==> config.mk <==
export PLATFORM = sky130hd
export DESIGN_NAME = gps_search
export DESIGN_NICKNAME = d
export VERILOG_FILES = /design/src/design/gps_pkg.sv /design/src/design/gps_search.sv
export SDC_FILE = /design/constraint.sdc
export NUM_CORES = 1
export LEC_CHECK = 0
export BUFFER_PORTS_ARGS = -buffer_cell sky130_fd_sc_hd__buf_4
export CAP_MARGIN = 30
export CORE_UTILIZATION = 62
export CTS_CLUSTER_DIAMETER = 40
export DETAILED_ROUTE_END_ITERATION = 6
export PLACE_DENSITY_LB_ADDON = 0.12
export SLEW_MARGIN = 20
export SYNTH_ARGS = -nofsm -noshare
export SYNTH_HDL_FRONTEND = slang
export SYNTH_SLANG_ARGS = --single-unit
==> constraint.sdc <==
create_clock -name clk -period 10.9 [get_ports clk]
set_input_delay 2.725 -clock clk [delete_from_list [all_inputs] [get_ports clk]]
set_output_delay 2.725 -clock clk [all_outputs]
set_load 0.01 [all_outputs]
==> src/design/gps_pkg.sv <==
// shared constants, types and bit map helpers for the goldbach prime split block
`timescale 1ns / 1ps

package gps_pkg;

  // field widths
  localparam int NUM_W   = 17;
  localparam int SMALL_W = 16;

  // sieve bound and bit map geometry: one flag per odd number, 64 flags a word
  localparam logic [NUM_W-1:0] LIMIT     = 17'd65536;
  localparam int               WORD_W    = 64;
  localparam int               BIT_W     = 6;
  localparam int               MAP_DEPTH = 512;
  localparam int               MAP_AW    = 9;

  // sieve primes run over odd p with p * p <= LIMIT
  localparam int               P_W     = 8;
  localparam logic [P_W-1:0]   P_FIRST = 8'd3;
  localparam logic [P_W-1:0]   P_LAST  = 8'd255;

  // small-number rules and the lowest odd candidate
  localparam logic [NUM_W-1:0]   SMALL_MAX  = 17'd6;
  localparam logic [NUM_W-1:0]   ONLY_SMALL = 17'd5;
  localparam logic [NUM_W-1:0]   PRIME_TWO  = 17'd2;
  localparam logic [NUM_W-1:0]   PRIME_THREE = 17'd3;
  localparam logic [SMALL_W-1:0] T_LAST     = 16'd3;

  // one access to the bit map
  typedef struct packed {
    logic              we;
    logic [MAP_AW-1:0] addr;
    logic [WORD_W-1:0] wdata;
  } map_req_t;

  // word that holds the flag of odd x
  function automatic logic [MAP_AW-1:0] map_addr(input logic [NUM_W-1:0] x);
    return x[MAP_AW+6:7];
  endfunction

  // bit within that word
  function automatic logic [BIT_W-1:0] map_bit(input logic [NUM_W-1:0] x);
    return x[BIT_W:1];
  endfunction

endpackage

==> src/design/gps_search.sv <==
// per-word sequencer that finds the prime pair using bit map lookups
`timescale 1ns / 1ps

module gps_search import gps_pkg::*; (
  input  logic               clk,
  input  logic               rst_n,
  input  logic               start,
  input  logic [NUM_W-1:0]   number,
  input  logic [WORD_W-1:0]  rdata,
  output logic [MAP_AW-1:0]  rd_addr,
  output logic               busy,
  output logic               out_valid,
  output logic               out_found,
  output logic [SMALL_W-1:0] out_smaller,
  output logic [NUM_W-1:0]   out_larger
);

  typedef enum logic [1:0] {
    S_IDLE,
    S_T_CHK,
    S_U_CHK,
    S_O_CHK
  } state_t;

  state_t             state_r, state_nxt;
  logic [NUM_W-1:0]   n_r, n_nxt;
  logic [SMALL_W-1:0] t_r, t_nxt;
  logic [NUM_W-1:0]   u_r, u_nxt;
  logic               valid_r, valid_nxt;
  logic               found_r, found_nxt;
  logic [SMALL_W-1:0] small_r, small_nxt;
  logic [NUM_W-1:0]   large_r, large_nxt;

  logic [SMALL_W-1:0] half;
  logic [SMALL_W-1:0] t_first;
  logic [SMALL_W-1:0] t_down;
  logic [NUM_W-1:0]   t_ext;
  logic [NUM_W-1:0]   u_calc;
  logic [NUM_W-1:0]   odd_u;
  logic               t_prime;
  logic               u_prime;

  // candidate arithmetic: largest odd t below n / 2, then steps of two
  assign half    = number[NUM_W-1:1];
  assign t_first = half[0] ? half - SMALL_W'(2) : half - SMALL_W'(1);
  assign t_down  = t_r - SMALL_W'(2);
  assign t_ext   = {1'b0, t_r};
  assign u_calc  = n_r - t_ext;
  assign odd_u   = number - PRIME_TWO;
  assign t_prime = !rdata[map_bit(t_ext)];
  assign u_prime = !rdata[map_bit(u_r)];

  // sequencer
  always_comb begin
    state_nxt = state_r;
    n_nxt     = n_r;
    t_nxt     = t_r;
    u_nxt     = u_r;
    valid_nxt = 1'b0;
    found_nxt = found_r;
    small_nxt = small_r;
    large_nxt = large_r;
    rd_addr   = '0;
    unique case (state_r)
      S_IDLE: begin
        if (start) begin
          n_nxt = number;
          if (number <= SMALL_MAX) begin
            valid_nxt = 1'b1;
            found_nxt = (number == ONLY_SMALL);
            small_nxt = (number == ONLY_SMALL) ? PRIME_TWO[SMALL_W-1:0] : '0;
            large_nxt = (number == ONLY_SMALL) ? PRIME_THREE : '0;
          end else if (number[0]) begin
            // odd: only the pair with two is possible
            if (odd_u > LIMIT) begin
              valid_nxt = 1'b1;
              found_nxt = 1'b0;
              small_nxt = '0;
              large_nxt = '0;
            end else begin
              u_nxt     = odd_u;
              rd_addr   = map_addr(odd_u);
              state_nxt = S_O_CHK;
            end
          end else begin
            t_nxt     = t_first;
            rd_addr   = map_addr({1'b0, t_first});
            state_nxt = S_T_CHK;
          end
        end
      end
      S_T_CHK: begin
        if (t_prime && (u_calc <= LIMIT)) begin
          u_nxt     = u_calc;
          rd_addr   = map_addr(u_calc);
          state_nxt = S_U_CHK;
        end else if (t_r == T_LAST) begin
          valid_nxt = 1'b1;
          found_nxt = 1'b0;
          small_nxt = '0;
          large_nxt = '0;
          state_nxt = S_IDLE;
        end else begin
          t_nxt   = t_down;
          rd_addr = map_addr({1'b0, t_down});
        end
      end
      S_U_CHK: begin
        if (u_prime) begin
          valid_nxt = 1'b1;
          found_nxt = 1'b1;
          small_nxt = t_r;
          large_nxt = u_r;
          state_nxt = S_IDLE;
        end else if (t_r == T_LAST) begin
          valid_nxt = 1'b1;
          found_nxt = 1'b0;
          small_nxt = '0;
          large_nxt = '0;
          state_nxt = S_IDLE;
        end else begin
          t_nxt     = t_down;
          rd_addr   = map_addr({1'b0, t_down});
          state_nxt = S_T_CHK;
        end
      end
      S_O_CHK: begin
        valid_nxt = 1'b1;
        found_nxt = u_prime;
        small_nxt = u_prime ? PRIME_TWO[SMALL_W-1:0] : '0;
        large_nxt = u_prime ? u_r : '0;
        state_nxt = S_IDLE;
      end
      default: begin
        state_nxt = S_IDLE;
      end
    endcase
  end

  // state and result registers
  always_ff @(posedge clk) begin
    if (!rst_n) begin
      state_r <= S_IDLE;
      valid_r <= 1'b0;
    end else begin
      state_r <= state_nxt;
      valid_r <= valid_nxt;
    end
    n_r     <= n_nxt;
    t_r     <= t_nxt;
    u_r     <= u_nxt;
    found_r <= found_nxt;
    small_r <= small_nxt;
    large_r <= large_nxt;
  end

  assign busy        = (state_r != S_IDLE);
  assign out_valid   = valid_r;
  assign out_found   = found_r;
  assign out_smaller = small_r;
  assign out_larger  = large_r;

endmodule

==> results of run 1 <==
-- cell usage in the layout (no fill, tap or decap), drive strengths merged, types with 9 or more instances in the layout --
cell type / instances
xnor2: 25
nand2: 51
mux2i: 15
inv: 43
a22o: 14
clkbuf: 12
and2: 9
edfxtp: 84
nand3: 11
nor2: 66
buf: 136
ha: 29
xor2: 16
nor3: 14
a21oi: 41
a22oi: 23
o21ai: 29
nor4: 11
mux4: 36
-- registers in the layout (all words and copies together) (netlist names) --
signal       count
out_found        1
out_smaller     16
state_r          2
n_r             17
u_r             17
t_r             16
out_larger      17
out_valid        1
-- logic make-up after synthesis --
logic type      count (synthesis)  share of synthesized area
simple gates                  204                      0.142
compound gates                186                      0.186
flops                          87                      0.372
buf+inv                        76                     0.0468
mux                            55                      0.146
xor+xnor                       41                     0.0517
fa+ha+maj                      30                     0.0551
-- report_power, final --
group | switching, W | internal [W] | total (W)
clock | 0.000139 | 0.0000895 | 0.000228
sequential | 0.000127 | 0.000568 | 0.000696
combinational | 0.000887 | 0.000595 | 0.00148
-- worst max-delay path, stage by stage --
cell      delay [ns]
buf_4           0.12
inv_1           0.12
ha_1            0.22
nor3b_1         0.64
nand2_1         0.26
nor4_2          0.43
and3_1          0.27
xor2_1          0.44
a21boi_1        0.30
and2_1          0.27
o21ai_0         0.11
o221ai_1        0.15
buf_4           0.17
-- path summary, 6_finish.rpt --
kind | to | cells past startpoint
setup / recovery | rd_addr[4] | 13
hold / removal | out_larger[15] | 1
setup reg to reg | t_r[2] | 11
hold reg to reg | out_larger[15] | 1
-- cell type report --
| type | instances | area, um2 | area share |
|---|---|---|---|
| repair buffers | 139 | 1070 | 0.130 |
| inverters | 38 | 143 | 0.0174 |
| flip-flops and latches | 87 | 2580 | 0.315 |
| clock buffers | 9 | 124 | 0.0151 |
| well taps | 140 | 175 | 0.0214 |
| multi-input cells | 516 | 4040 | 0.493 |
| clock inverters | 7 | 70.1 | 0.00854 |
-- routing by layer --
metal	vias up	wire length, um	GRT usage
met4	0	984	0.132
met5	-	0	0
met2	512	10400	0.639
met1	3037	8470	0.510
met3	98	2450	0.0793
li1	2843	-	-
-- metrics by stage --
stage	instance area (um2)	hold slack [ns]	utilization	cells
floorplan	6940	0.512	-	679
global placement	7930	0.516	0.728	913
detailed placement	7940	0.530	0.729	914
CTS	8140	0.555	0.747	930
global route	8200	0.571	0.753	936
finish	8200	0.552	0.753	936
==> impl_metrics.csv, run 1 <==
group,metric,value,unit
outcome,outcome,"complete, no violations",
floorplanning,start_util,0.638,
setup_path,cp-startpoint,"number[3]",
floorplanning,die_h,108,um
sta,hold_viol_final,0,
global_routing,grt_usage,0.388,
synthesis,synth_cells,679,
synthesis,netlist_top_cells_area,"edfxtp_1, mux4_2, ha_1",
sta,max_freq,112,MHz
drt,vias_per_cell,6.93,
sta,fin_crit_sh,0.822,
min_path,hp-start,"u_r[15]",
cts,cts_tree,"yes",
place,place.detailed.hpwl,17.0,mm
sta,setup_slack,1.94,ns
synthesis,synth_ff_type,"edfxtp_1",
sta,tightest_slew,0.964,ns
global_routing,grt_pass1_wl,33.3,mm
drt,first_pass_iters,5,
power,peakVddDrop,0.164,mV
sta,slew_viol_final,0,
sta,tns,0,ns
finish,drive_gt1_frac,0.256,
cts,cts_root_buf,"clkbuf_8",
sta,setup_viol,0,
setup_path,crit_arrival,6.24,ns
global_routing,grt_max_degree,35,
sta,finalCriticalPeriod,8.96,ns
cts,clk_pin_slew,0.10,ns
floorplanning,die_x,108,um
finish,area_delta_synth_final,18.1,%
cts,insertion_delay,0.39,ns
finish,insertedDiodeCount,0,
sta,fin_worst_skew,0.0121,ns
drt,vias,6490,
setup_path,regToRegSetupSlack,6.11,ns
drt,wirelength,22.3,mm
place,post-place-ws,2.02,ns
cts,postCtsResizedCells,0,
synthesis,synth_seq_cells,87,
floorplanning,dieArea,11600,um2
finish,n_fill_cell,756,
global_routing,grt.overflow.total,0,
setup_path,worst-setup-path-type,"in2out",
floorplanning,core-area,10900,um2
synthesis,yosys.area.top_type,"edfxtp_1",
synthesis,synth_commonest_cells,"edfxtp_1, nor2_1, nand2_1",
sta,rsz0062_at_grt,"false",
drt,drt_iter0_drc,806,
finish,nets,905,
cts,cts_setup_buffers,0,
cts,postCtsHoldBufs,0,
drt,routedWlPerCell,23.8,um
cts,clockBufferDepth,2,
cts,cts.sinks,87,
setup_path,crit_fanout,6,
synthesis,synth_top_area_share,0.363,
synthesis,seq_area_frac_synth,0.372,
drt,ant_nets,0,
setup_path,end_kind,"output pin",
power,power.total,0.00241,W
synthesis,synth_nets,793,
synthesis,synth.avg_cell_area,10.2,um2
floorplanning,io_pins,129,
job,maxCapViolCount,0,
sta,max_slew_margin,0.357,
synthesis,synth_edf_count,84,
floorplanning,rows,38,
cts,cts_buffers,9,
synthesis,synth_area,6940,um2
global_routing,antenna_found_initial,0,
drt,drc_errors,0,
setup_path,crit_path_start_kind,"input port",
place,place.gp.congestion,0.998,
min_path,hp-class,"reg2reg",
power,p_per_area,293,nW/um2
global_routing,grt_pass1_vias,6173,
synthesis,synthMostInstantiatedCell,"edfxtp_1",
synthesis,ys_warn_count,0,
synthesis,synthArstFlopShare,0,
setup_path,r2r_start,"t_r[3]",
synthesis,synth_cell_types,67,
place,portBuffers,128,
power,p_leak,3.21,nW
cts,htree_levels,3,
setup_path,required,8.18,ns
No activity file was read; power rests on OpenSTA's default activity.
==> inputs of run 2 (changes only) <==
--- a/config.mk
+++ b/config.mk
@@ -7,7 +7,7 @@
 export LEC_CHECK = 0
 export BUFFER_PORTS_ARGS = -buffer_cell sky130_fd_sc_hd__buf_4
 export CAP_MARGIN = 30
-export CORE_UTILIZATION = 62
+export CORE_UTILIZATION = 52
 export CTS_CLUSTER_DIAMETER = 40
 export DETAILED_ROUTE_END_ITERATION = 6
 export PLACE_DENSITY_LB_ADDON = 0.12
==> constraint.sdc (replaced) <==
create_clock -name clk -period 7.3 [get_ports clk]
set_input_delay 1.825 -clock clk [delete_from_list [all_inputs] [get_ports clk]]
set_output_delay 1.825 -clock clk [all_outputs]
set_load 0.01 [all_outputs]
==> run 2 against run 1 <==
Effect of this change: sequential cell count stayed put; wire length is 4.2% lower; total power increased by 56%; core utilization decreased by 10 points; count of clock-buffer cells in the layout grew 1; first-iteration DRC count down 34%; register-to-register slack lost 3.5 ns; critical endpoint unchanged; critical path depth increased by 1; design area is 2.2% higher; final cell count up 3.7%; worst setup slack worse by 1.2 ns; die area up 19%; critical path type unchanged.
==> impl_metrics.csv, run 2 (synthesized netlist as in run 1, its figures left out) <==
group,metric,value,unit
outcome,outcome,"complete, no violations",
setup_path,crit_fanout,6,
floorplanning,io_pins,129,
cts,cts_tree,"yes",
job,maxCapViolCount,0,
sta,rsz0062_at_grt,"false",
finish,drive_gt1_frac,0.257,
sta,tightest_slew,0.915,ns
finish,n_fill_cell,1086,
setup_path,crit_slowest_cell,"nor4_2",
floorplanning,die_x,118,um
place,place.gp.congestion,0.941,
floorplanning,dieArea,13800,um2
drt,routedWlPerCell,22.0,um
finish,insertedDiodeCount,0,
sta,max_slew_margin,0.387,
sta,fin_worst_skew,0.0129,ns
setup_path,required,5.48,ns
finish,seq_area,2580,um2
cts,clockBufferDepth,2,
setup_path,worst-setup-path-type,"in2out",
min_path,hp-start,"u_r[10]",
setup_path,cpMostUsedCell,"buf_4",
setup_path,regToRegSetupSlack,2.66,ns
finish,final_common_cell,"buf_4",
sta,max_freq,152,MHz
sta,slew_viol_final,0,
drt,drc_errors,0,
setup_path,r2r_start,"t_r[3]",
sta,hold_viol_final,0,
setup_path,reg2regPathDepth,12,
finish,final_cell_mix,"buf_4, edfxtp_1, nor2_1",
setup_path,crit_path_max_incr_delay,0.40,ns
global_routing,grt_usage,0.315,
cts,cts_setup_buffers,0,
finish,area_delta_synth_final,20.6,%
floorplanning,start_util,0.541,
cts,cts_buffers,9,
global_routing,grt.overflow.total,0,
sta,setup_viol,0,
setup_path,crit_chain,"buf_4 -> inv_1 -> ha_1 -> nor3b_1 -> buf_4 -> nand2_1 -> nor4_2 -> and3_1 -> xor2_1 -> a21boi_1 -> and2_1 -> o21ai_0 -> o221ai_1 -> buf_4",
place,portBuffers,128,
cts,htree_levels,3,
cts,insertion_delay,0.35,ns
power,p_per_area,448,nW/um2
setup_path,crit_arrival,4.77,ns
drt,first_pass_iters,5,
sta,tns,0,ns
cts,postCtsHoldBufs,0,
sta,fin_crit_sh,0.904,
floorplanning,core-area,12800,um2
floorplanning,rows,41,
finish,multi_input_area,4040,um2
finish,nets,908,
place,place.detailed.hpwl,16.3,mm
drt,ant_nets,0,
global_routing,grt_max_degree,35,
drt,drt_iter0_drc,533,
sta,setup_slack,0.701,ns
power,p_leak,3.27,nW
setup_path,end_kind,"output pin",
global_routing,grt_pass1_wl,33.5,mm
global_routing,antenna_found_initial,1,
cts,cts_root_buf,"clkbuf_16",
cts,cts.sinks,87,
global_routing,grt_pass1_vias,6107,
drt,wirelength,21.4,mm
setup_path,r2r-end,"t_r[3]",
floorplanning,die_h,118,um
finish,utilization,0.653,
min_path,hold_depth,1,
drt,vias_per_cell,6.50,
cts,clk_pin_slew,0.06,ns
place,post-place-ws,0.763,ns
setup_path,crit_path_start_kind,"input port",
min_path,hp-class,"reg2reg",
cts,postCtsResizedCells,0,
power,peakVddDrop,0.273,mV
sta,finalCriticalPeriod,6.60,ns
drt,vias,6309,
min_path,hold_end,"out_larger[10]",
[run 2: cell types whose count changed in the layout (fill, tap and decap cells not counted), sizes merged]
| cell | delta |
|---|---|
| buf | +5 |
| bufinv | +2 |
| clkbuf | -1 |
| inv | -3 |
[run 2: report_power, final]
group,switching [W],internal [W],leakage [nW]
registers,0.000169,0.000848,0.835
clock network,0.000209,0.000303,0.154
logic,0.00132,0.000903,2.28
total,0.00169,0.00206,3.27
[run 2: stage by stage]
stage	total power, W	instances	hold slack, ns	cell area (um2)
after floorplan	0.00242	679	0.512	6940
after global placement	0.00315	952	0.515	8020
after detailed placement	0.00320	953	0.522	8040
after CTS	0.00372	969	0.537	8370
after global routing	0.00397	971	0.548	8380
final	0.00375	971	0.536	8380
[run 2: worst max-delay path, delay by kind of cell]
kind                     cells  cell delay [ns]
XOR/XNOR                     1             0.39
buffers and inverters        4             0.61
AO/OA/AOI/OAI                3             0.50
adder cells (fa/ha/maj)      1             0.23
AND/OR/NAND/NOR              5             1.20
[run 2: worst max-delay path by stage]
stage                     cells past startpoint         end      start  slack, ns
final                                        14  rd_addr[4]  number[2]       0.70
after detailed placement                     14  rd_addr[4]  number[3]       0.76
after global placement                       13  rd_addr[2]  number[3]       0.90
after floorplan                              10  rd_addr[2]  number[3]       1.18
after global routing                         14  rd_addr[4]  number[3]       0.33
after CTS                                    14  rd_addr[4]  number[2]       0.73
[run 2: final cells by class]
| class | count | area share |
|---|---|---|
| well taps | 172 | 0.0257 |
| clock buffers | 10 | 0.0273 |
| repair buffers | 142 | 0.128 |
| clock inverters | 6 | 0.0112 |
| inverters | 38 | 0.0170 |
| multi-input cells | 516 | 0.483 |
| flip-flops and latches | 87 | 0.308 |
[run 2: layer usage]
layer  up-vias  GRT usage  wire (um)
met5         -          0          9
met4         2      0.140        719
li1       2844          -          -
met1      3115      0.418       9020
met2       297      0.509      10100
met3        51     0.0533       1520
