===== src/design/gps_pkg.sv =====
// shared constants, types and bit map helpers for the goldbach prime split block
`timescale 1ns / 1ps

package gps_pkg;

  // field widths
  localparam int NUM_W   = 17;
  localparam int SMALL_W = 16;

  // sieve bound and bit map geometry: one flag per odd number, 64 flags a word
  localparam logic [NUM_W-1:0] LIMIT     = 17'd65536;
  localparam int               WORD_W    = 64;
  localparam int               BIT_W     = 6;
  localparam int               MAP_DEPTH = 512;
  localparam int               MAP_AW    = 9;

  // sieve primes run over odd p with p * p <= LIMIT
  localparam int               P_W     = 8;
  localparam logic [P_W-1:0]   P_FIRST = 8'd3;
  localparam logic [P_W-1:0]   P_LAST  = 8'd255;

  // small-number rules and the lowest odd candidate
  localparam logic [NUM_W-1:0]   SMALL_MAX  = 17'd6;
  localparam logic [NUM_W-1:0]   ONLY_SMALL = 17'd5;
  localparam logic [NUM_W-1:0]   PRIME_TWO  = 17'd2;
  localparam logic [NUM_W-1:0]   PRIME_THREE = 17'd3;
  localparam logic [SMALL_W-1:0] T_LAST     = 16'd3;

  // one access to the bit map
  typedef struct packed {
    logic              we;
    logic [MAP_AW-1:0] addr;
    logic [WORD_W-1:0] wdata;
  } map_req_t;

  // word that holds the flag of odd x
  function automatic logic [MAP_AW-1:0] map_addr(input logic [NUM_W-1:0] x);
    return x[MAP_AW+6:7];
  endfunction

  // bit within that word
  function automatic logic [BIT_W-1:0] map_bit(input logic [NUM_W-1:0] x);
    return x[BIT_W:1];
  endfunction

endpackage


===== src/design/gps_sieve.sv =====
// clears the bit map and marks odd composites with a sieve of eratosthenes
`timescale 1ns / 1ps

module gps_sieve import gps_pkg::*; (
  input  logic              clk,
  input  logic              rst_n,
  input  logic [WORD_W-1:0] rdata,
  output map_req_t          req,
  output logic              ready
);

  typedef enum logic [2:0] {
    S_CLEAR,
    S_P_RD,
    S_P_CHK,
    S_M_RD,
    S_M_WR,
    S_DONE
  } state_t;

  state_t            state_r, state_nxt;
  logic [MAP_AW-1:0] clr_r, clr_nxt;
  logic [P_W-1:0]    p_r, p_nxt;
  logic [NUM_W-1:0]  m_r, m_nxt;
  logic              ready_r, ready_nxt;

  logic [2*P_W-1:0]  p_sq;
  logic [NUM_W-1:0]  m_sum;
  logic [NUM_W-1:0]  p_ext;

  // square of the current prime and the next multiple
  assign p_ext = {{(NUM_W-P_W){1'b0}}, p_r};
  assign p_sq  = {{P_W{1'b0}}, p_r} * {{P_W{1'b0}}, p_r};
  assign m_sum = m_r + {p_ext[NUM_W-2:0], 1'b0};

  // sequencer
  always_comb begin
    state_nxt = state_r;
    clr_nxt   = clr_r;
    p_nxt     = p_r;
    m_nxt     = m_r;
    ready_nxt = ready_r;
    req.we    = 1'b0;
    req.addr  = '0;
    req.wdata = '0;
    unique case (state_r)
      S_CLEAR: begin
        req.we   = 1'b1;
        req.addr = clr_r;
        clr_nxt  = clr_r + MAP_AW'(1);
        if (clr_r == MAP_AW'(MAP_DEPTH - 1)) begin
          p_nxt     = P_FIRST;
          state_nxt = S_P_RD;
        end
      end
      S_P_RD: begin
        req.addr  = map_addr(p_ext);
        state_nxt = S_P_CHK;
      end
      S_P_CHK: begin
        if (!rdata[map_bit(p_ext)]) begin
          m_nxt     = {1'b0, p_sq};
          state_nxt = S_M_RD;
        end else if (p_r == P_LAST) begin
          state_nxt = S_DONE;
        end else begin
          p_nxt     = p_r + P_W'(2);
          state_nxt = S_P_RD;
        end
      end
      S_M_RD: begin
        req.addr  = map_addr(m_r);
        state_nxt = S_M_WR;
      end
      S_M_WR: begin
        // read-modify-write of one composite flag
        req.we    = 1'b1;
        req.addr  = map_addr(m_r);
        req.wdata = rdata | (WORD_W'(1) << map_bit(m_r));
        m_nxt     = m_sum;
        if (m_sum <= LIMIT) begin
          state_nxt = S_M_RD;
        end else if (p_r == P_LAST) begin
          state_nxt = S_DONE;
        end else begin
          p_nxt     = p_r + P_W'(2);
          state_nxt = S_P_RD;
        end
      end
      S_DONE: begin
        ready_nxt = 1'b1;
      end
      default: begin
        state_nxt = S_CLEAR;
      end
    endcase
  end

  // state and flags
  always_ff @(posedge clk) begin
    if (!rst_n) begin
      state_r <= S_CLEAR;
      clr_r   <= '0;
      ready_r <= 1'b0;
    end else begin
      state_r <= state_nxt;
      clr_r   <= clr_nxt;
      ready_r <= ready_nxt;
    end
    p_r <= p_nxt;
    m_r <= m_nxt;
  end

  assign ready = ready_r;

endmodule


===== config.mk =====
export PLATFORM = sky130hd
export DESIGN_NAME = gps_sieve
export DESIGN_NICKNAME = d
export VERILOG_FILES = /design/src/design/gps_pkg.sv /design/src/design/gps_sieve.sv
export SDC_FILE = /design/constraint.sdc
export NUM_CORES = 1
export LEC_CHECK = 0
export BUFFER_PORTS_ARGS = -buffer_cell sky130_fd_sc_hd__buf_4
export CAP_MARGIN = 15
export CORE_ASPECT_RATIO = 0.9
export CORE_MARGIN = 1.5
export CORE_UTILIZATION = 53
export CTS_BUF_LIST = sky130_fd_sc_hd__clkbuf_4
export CTS_CLUSTER_SIZE = 8
export DETAILED_ROUTE_END_ITERATION = 6
export GPL_ROUTABILITY_DRIVEN = 0
export PLACE_DENSITY_LB_ADDON = 0.12
export SLEW_MARGIN = 30
export SYNTH_ARGS = -nofsm -noshare
export SYNTH_HDL_FRONTEND = slang
export SYNTH_SLANG_ARGS = --single-unit

===== constraint.sdc =====
create_clock -name clk -period 15.7 [get_ports clk]
set_clock_uncertainty 0.2 [all_clocks]
set_input_delay 1.57 -clock clk [delete_from_list [all_inputs] [get_ports clk]]
set_output_delay 1.57 -clock clk [all_outputs]
set_load 0.05 [all_outputs]

==> reports/metrics.csv, run 1 <==
stage,metric,value,unit
synthesis,synth_edf_count,23,
timing,fin_crit,5.50,ns
timing,hold_viol_final,0,
cells_and_area,nets,903,
drt,drtIter0Drc,447,
cts,hold_buffers,0,
global_routing,grt_usage,30.9,%
drt,dr.pass1.iters,5,
cells_and_area,drive_above_1_share,21.8,%
synthesis,synth-async-reset-ratio,0,%
cells_and_area,final_common_cell,buf_4,
worst_hold_path,hold_depth,1,
timing,report.final.slew_viol_count,0,
cts,clk_path_buf_depth,2,
cts,cts_setup_buffers,0,
worst_setup_path,critical_path.endpoint_type,register,
worst_setup_path,path_depth,14,
place,dp_hpwl,12600,microns
die,start_util,54.2,%
worst_setup_path,crit_chain,inv_1 -> nor2_1 -> fa_1 -> fa_1 -> inv_1 -> fa_1 -> fa_1 -> inv_1 -> ha_1 -> or3_1 -> a21oi_1 -> o21ai_0 -> xor2_1 -> mux2_2,
drt,viasPerCell,6.09,
power_and_ir_drop,p_switching,0.0475,mW
worst_setup_path,critPathMaxFanout,23,
place,dp.cells,890,
timing,finalSetupViolCount,0,
cells_and_area,most-common-layout-cells,"142 x buf_4, 103 x nor2_1, 76 x a21oi_1",
power_and_ir_drop,p_clk_share,27.3,%
timing,tightest_slew,0.996,ns
cells_and_area,n_fill_cell,877,
worst_setup_path,critPathSlowestCell,edfxtp_1,
power_and_ir_drop,power,0.182,mW
die,die-area,10400,sq um
die,core,9610,sq um
power_and_ir_drop,vdd_drop_max,0.0387,mV
global_routing,overflow,0,
synthesis,synthFlopType,edfxtp_1,
timing,fmaxAchievable,182,MHz
place,dp_slack,10.21,ns
worst_setup_path,rr_worst_depth,14,
drt,route.met2.wl,7420,microns
worst_setup_path,path_delay_family,adder cells,
cts,path_clk_slew,0.13,ns
cells_and_area,multi_input_area,3910,sq um
timing,rsz0062_at_grt,no,
cells_and_area,seqCellArea,951,sq um
drt,drcViolationCount,0,
status,status,"finished, final reports clean",
global_routing,antenna_found_initial,1,
synthesis,syn_area_per_cell,7.89,sq um
die,rows,34,
cells_and_area,area_delta_synth_final,21.6,%
drt,top_layer,met4,
timing,fin_crit_sh,35.1,%
worst_setup_path,crit_path_frequent_cell,fa_1,
synthesis,synthesis.area,5210,sq um
worst_setup_path,critical_path_class,register to register,
power_and_ir_drop,p_sw_share,26.1,%
die,boundaryPins,141,
worst_setup_path,worstSetupStartpointType,register,
synthesis,syn-num-nets,793,
power_and_ir_drop,leakagePower,2.95,nW
global_routing,grt_max_degree,76,
power_and_ir_drop,intPower,0.135,mW
worst_setup_path,worstPathArrival,5.43,ns
global_routing,grt_pass1_vias,5247,
power_and_ir_drop,p_seq_share,55.5,%
cts,cts_tree,done,
synthesis,synth_cells,661,
synthesis,ys_warn_count,0,
drt,met1_length,7190,microns
drt,vias,5474,
synthesis,synth_cell_types,52,
run,drv_cap,0,
worst_hold_path,min_path_type,register to register,
timing,holdWs,0.282,ns
cts,clk_latency,0.35,ns
cts,cts_resized,0,
worst_setup_path,cp_num_buf_inv,3,
synthesis,ys_seq_elements,36,
cts,cts_root_buffer,clkbuf_4,
timing,setup_ws,10.20,ns
worst_setup_path,max_stage_delay,0.93,ns
die,die_w,108,microns
drt,wl,16100,microns
timing,slew_headroom,33.5,%
cells_and_area,post-route-util,65.9,%
drt,routed-wl-met3,1250,microns
worst_setup_path,crit_required,15.62,ns
cells_and_area,design_area,6340,sq um
place,io_buffers,140,
cts,h-tree-depth,2,
cts,cts_made_buffers,5,
cts,clock_sinks,36,
drt,ant_nets,0,
power_and_ir_drop,power.density,28.7,nW/um^2
global_routing,grt_first_pass_wirelength,25900,microns
cells_and_area,stdcell_count,899,
timing,tns,0,ns
synthesis,ys_seq_area_share,18.2,%
power_and_ir_drop,combPwrFrac,17.3,%
place,post_dp_cell_area,6280,sq um
die,floorplan.die.height,97.1,microns
drt,avgRoutedWirePerCell,17.9,microns
[worst reg2reg max path, cell delays in order (launching register included)]
cell	delay, ns
edfxtp_1	0.93
inv_1	0.32
nor2_1	0.27
fa_1	0.46
fa_1	0.54
inv_1	0.05
fa_1	0.50
fa_1	0.54
inv_1	0.04
ha_1	0.22
or3_1	0.40
a21oi_1	0.23
o21ai_0	0.16
xor2_1	0.16
mux2_2	0.27
[routing by layer]
layer | vias up | GRT usage [%]
met5 | - | 0
met4 | 0 | 8.70
met2 | 255 | 46.8
li1 | 2546 | -
met3 | 34 | 6.57
met1 | 2639 | 44.5
[path summary, 6_finish.rpt]
path / from / end / slack (ns)
hold reg to reg: ready / ready / 0.28
setup reg to reg: p_r[1] / m_r[13] / 10.20
hold / removal: ready / ready / 0.28
setup / recovery: p_r[1] / m_r[13] / 10.20
[Yosys cell counts (all sizes together), types with 9 or more instances]
| master | count | share of area (%) |
|---|---|---|
| and3 | 13 | 1.6 |
| xnor2 | 23 | 3.9 |
| mux4 | 11 | 4.9 |
| inv | 53 | 3.8 |
| nor2b | 9 | 1.1 |
| mux2i | 21 | 4.0 |
| nor2 | 103 | 7.4 |
| and2 | 21 | 2.5 |
| a21oi | 76 | 7.3 |
| clkbuf | 31 | 2.2 |
| o21ai | 24 | 2.3 |
| ha | 40 | 9.6 |
| dfxtp | 13 | 5.0 |
| nand2 | 39 | 2.8 |
| xor2 | 11 | 1.8 |
| fa | 26 | 10 |
| a31oi | 18 | 2.2 |
| nand3 | 9 | 0.86 |
| a22oi | 11 | 1.6 |
| edfxtp | 23 | 13 |
[power by group through the flow]
stage | combinational, mW | sequential [mW] | clock (mW)
final | 0.0314 | 0.101 | 0.0497
after global placement | 0.0308 | 0.103 | 0
after detailed placement | 0.0310 | 0.103 | 0
after floorplan | 0.0128 | 0.103 | 0
after CTS | 0.0311 | 0.101 | 0.0505
after global routing | 0.0339 | 0.101 | 0.0545
[sequential cells by signal, indices dropped and copies added (netlist names)]
signal and cells:
clr_r 9, state_r 3, m_r 16, ready 1
p_r 7
[logic make-up (layout without fill, tap and decap cells)]
| kind of cell | Yosys count | in the layout | synth area share, % |
|---|---|---|---|
| buf+inv | 92 | 203 | 6.87 |
| flops | 36 | 36 | 18.2 |
| simple gates | 226 | 226 | 20.2 |
| xor+xnor | 34 | 34 | 5.71 |
| compound gates | 174 | 174 | 20.3 |
| mux | 33 | 33 | 9.15 |
| other cells | 0 | 1 | 0 |
| fa+ha+maj | 66 | 66 | 19.6 |
[layout make-up]
| class | count | area share, % |
|---|---|---|
| antenna | 1 | 0.0395 |
| clock buffer | 5 | 0.592 |
| clock inverter | 3 | 0.217 |
| inverter | 53 | 3.14 |
| multi-input combinational | 533 | 61.7 |
| sequential | 36 | 15.0 |
| tap | 126 | 2.49 |
| timing repair buffer | 142 | 16.8 |
No activity file was read; power rests on OpenSTA's default activity.
==> run 2, diff against run 1 <==
==> constraint.sdc (replaced) <==
create_clock -name clk -period 5.2 [get_ports clk]
set_clock_uncertainty 0.2 [all_clocks]
set_input_delay 0.52 -clock clk [delete_from_list [all_inputs] [get_ports clk]]
set_output_delay 0.52 -clock clk [all_outputs]
set_load 0.05 [all_outputs]
==> reports/metrics.csv, run 2 (same netlist as run 1, synthesis figures left out) <==
stage,metric,value,unit,change
drt,wl,16400,microns,+1.6%
worst_setup_path,critPathMaxFanout,7,,-70%
timing,tightest_slew,0.999,ns,+0.00241 ns
die,rows,34,,unchanged
place,post_dp_cell_area,6360,sq um,+1.2%
worst_setup_path,rr_startpoint,p_r[5],,
timing,fmaxAchievable,206,MHz,+13%
cts,cts_tree,done,,
worst_setup_path,worstPathArrival,4.77,ns,-0.66 ns
worst_setup_path,critical_path_class,register to register,,
timing,finalSetupViolCount,0,,unchanged
cts,cts_setup_buffers,0,,unchanged
worst_hold_path,hold_depth,2,,+1
power_and_ir_drop,vdd_drop_max,0.154,mV,+300%
timing,slew_headroom,32.9,%,-0.54 points
cells_and_area,most-common-layout-cells,"150 x buf_4, 103 x nor2_1, 76 x a21oi_1",,
cts,h-tree-depth,2,,unchanged
status,status,"finished, final reports clean",,
run,drv_cap,0,,unchanged
global_routing,grt_usage,31.6,%,+0.73 points
cells_and_area,area_delta_synth_final,23.5,%,
cts,cts_root_buffer,clkbuf_4,,
die,die-area,10400,sq um,unchanged
worst_setup_path,r2r_slack,0.35,ns,-9.85 ns
worst_hold_path,holdPathEnd,ready,,
cts,cts_made_buffers,5,,unchanged
cells_and_area,final_common_cell,buf_4,,
worst_setup_path,crit_required,5.12,ns,-10.50 ns
cells_and_area,top_register,m_r,,
cells_and_area,drive_above_1_share,22.3,%,+0.49 points
cts,clk_path_buf_depth,2,,unchanged
timing,report.final.slew_viol_count,0,,unchanged
cts,path_clk_slew,0.12,ns,about the same
power_and_ir_drop,power.density,92.9,nW/um^2,+220%
timing,tns,0,ns,unchanged
drt,ant_nets,0,,unchanged
cells_and_area,post-route-util,67.0,%,+1.0 points
cells_and_area,design_area,6440,sq um,+1.5%
drt,drtIter0Drc,535,,+20%
power_and_ir_drop,p_clk_share,33.1,%,+5.8 points
worst_setup_path,worstSetupStartpointType,register,,
power_and_ir_drop,combPwrFrac,15.9,%,-1.4 points
cells_and_area,diodes,0,,-1
die,die_w,108,microns,unchanged
worst_setup_path,reg2reg_to,m_r[13],,
drt,vias,5596,,+2.2%
drt,drcViolationCount,0,,unchanged
global_routing,grt_pass1_vias,5341,,+1.8%
global_routing,grt_max_degree,73,,-3.9%
power_and_ir_drop,p_sw_share,24.0,%,-2.1 points
worst_setup_path,rr_worst_depth,14,,unchanged
cts,clock_sinks,36,,unchanged
place,io_buffers,140,,unchanged
cells_and_area,largest_register_ffs,16,,unchanged
timing,hold_viol_final,0,,unchanged
cells_and_area,n_fill_cell,817,,-6.8%
cells_and_area,reg_top3,"m_r x16, clr_r x9, p_r x7",,
global_routing,antenna_found_initial,0,,-1
die,core,9610,sq um,unchanged
power_and_ir_drop,leakagePower,3.00,nW,+1.8%
global_routing,overflow,0,,unchanged
place,dp_hpwl,13100,microns,+3.7%
timing,fin_crit,4.85,ns,-0.650 ns
drt,dr.pass1.iters,5,,unchanged
drt,viasPerCell,6.16,,+1.2%
power_and_ir_drop,p_seq_share,51.0,%,-4.5 points
drt,avgRoutedWirePerCell,18.0,microns,+0.57%
global_routing,grt_first_pass_wirelength,26400,microns,+2.2%
cts,clk_latency,0.35,ns,about the same
worst_hold_path,min-delay-start,rst_n,,
die,floorplan.die.height,97.1,microns,unchanged
timing,fin_crit_sh,93.4,%,+58 points
cells_and_area,stdcell_count,908,,+1.0%
power_and_ir_drop,p_switching,0.144,mW,+200%
cells_and_area,nets,913,,+1.1%
power_and_ir_drop,intPower,0.455,mW,+240%
worst_hold_path,min_path_type,input port to register,,
worst_setup_path,critical_path.endpoint_type,register,,
place,dp.cells,900,,+1.1%
timing,rsz0062_at_grt,no,,
die,start_util,54.2,%,unchanged
die,boundaryPins,141,,unchanged
-- run 2: cell count changes in the layout (fill, tap and decap cells not counted), sizes merged --
cell,delta
inv,-1
diode,-1
buf,+10
bufinv,+1
-- run 2: metal layers --
layer  GRT usage, %  share of wire, %  vias to the layer above
li1               -                 -                     2562
met1           45.7                42                     2713
met2           50.6                47                      289
met3           4.90               9.0                       32
met4           5.97               1.5                        0
met5              0                 0                        -
-- run 2: layout make-up --
class | count | area (sq um) | share of cell area [%]
clock buffers | 5 | 37.5 | 0.583
multi-input cells | 533 | 3910 | 60.7
clock inverters | 3 | 37.5 | 0.583
repair buffers | 152 | 1150 | 17.8
well taps | 126 | 158 | 2.45
inverters | 53 | 199 | 3.09
flip-flops and latches | 36 | 951 | 14.8
-- run 2: worst max-delay path by stage --
stage	from	slack, ns	to
2_1_floorplan	p_r[5]	0.12	m_r[13]
3_3_place_gp	p_r[2]	0.40	m_r[15]
3_5_place_dp	p_r[2]	0.28	m_r[13]
4_1_cts	p_r[2]	0.27	m_r[13]
5_1_grt	p_r[2]	0.05	m_r[13]
6_report	p_r[5]	0.35	m_r[13]
-- run 2: worst max-delay path: stages, from the launching register on --
cell      delay, ns
edfxtp_1       0.51
inv_1          0.09
nor2_1         0.19
fa_1           0.47
fa_1           0.54
inv_1          0.05
fa_1           0.50
fa_1           0.55
inv_1          0.05
ha_1           0.23
or3_1          0.40
a21oi_1        0.24
o21ai_0        0.16
xor2_1         0.16
mux2_2         0.28
-- run 2: through the flow --
step                total power [mW]  setup WS [ns]  hold WS [ns]
floorplan                      0.349          0.115         0.272
global placement               0.403          0.400         0.256
detailed placement             0.405          0.278         0.260
CTS                            0.598          0.265         0.261
global route                   0.621         0.0467         0.254
finish                         0.598          0.345         0.267
-- run 2: repair_timing --
item                                    4_1_cts  5_1_grt
hold buffers                                  0        0
endpoints found under the setup margin        0        2
resized for setup                             0        1
-- run 2: power by group through the flow --
stage	Sequential, mW	Clock, mW	Combinational (mW)
final	0.305	0.198	0.0950
after global routing	0.305	0.215	0.101
after CTS	0.305	0.200	0.0938
after detailed placement	0.311	0	0.0934
after global placement	0.311	0	0.0917
after floorplan	0.311	0	0.0387
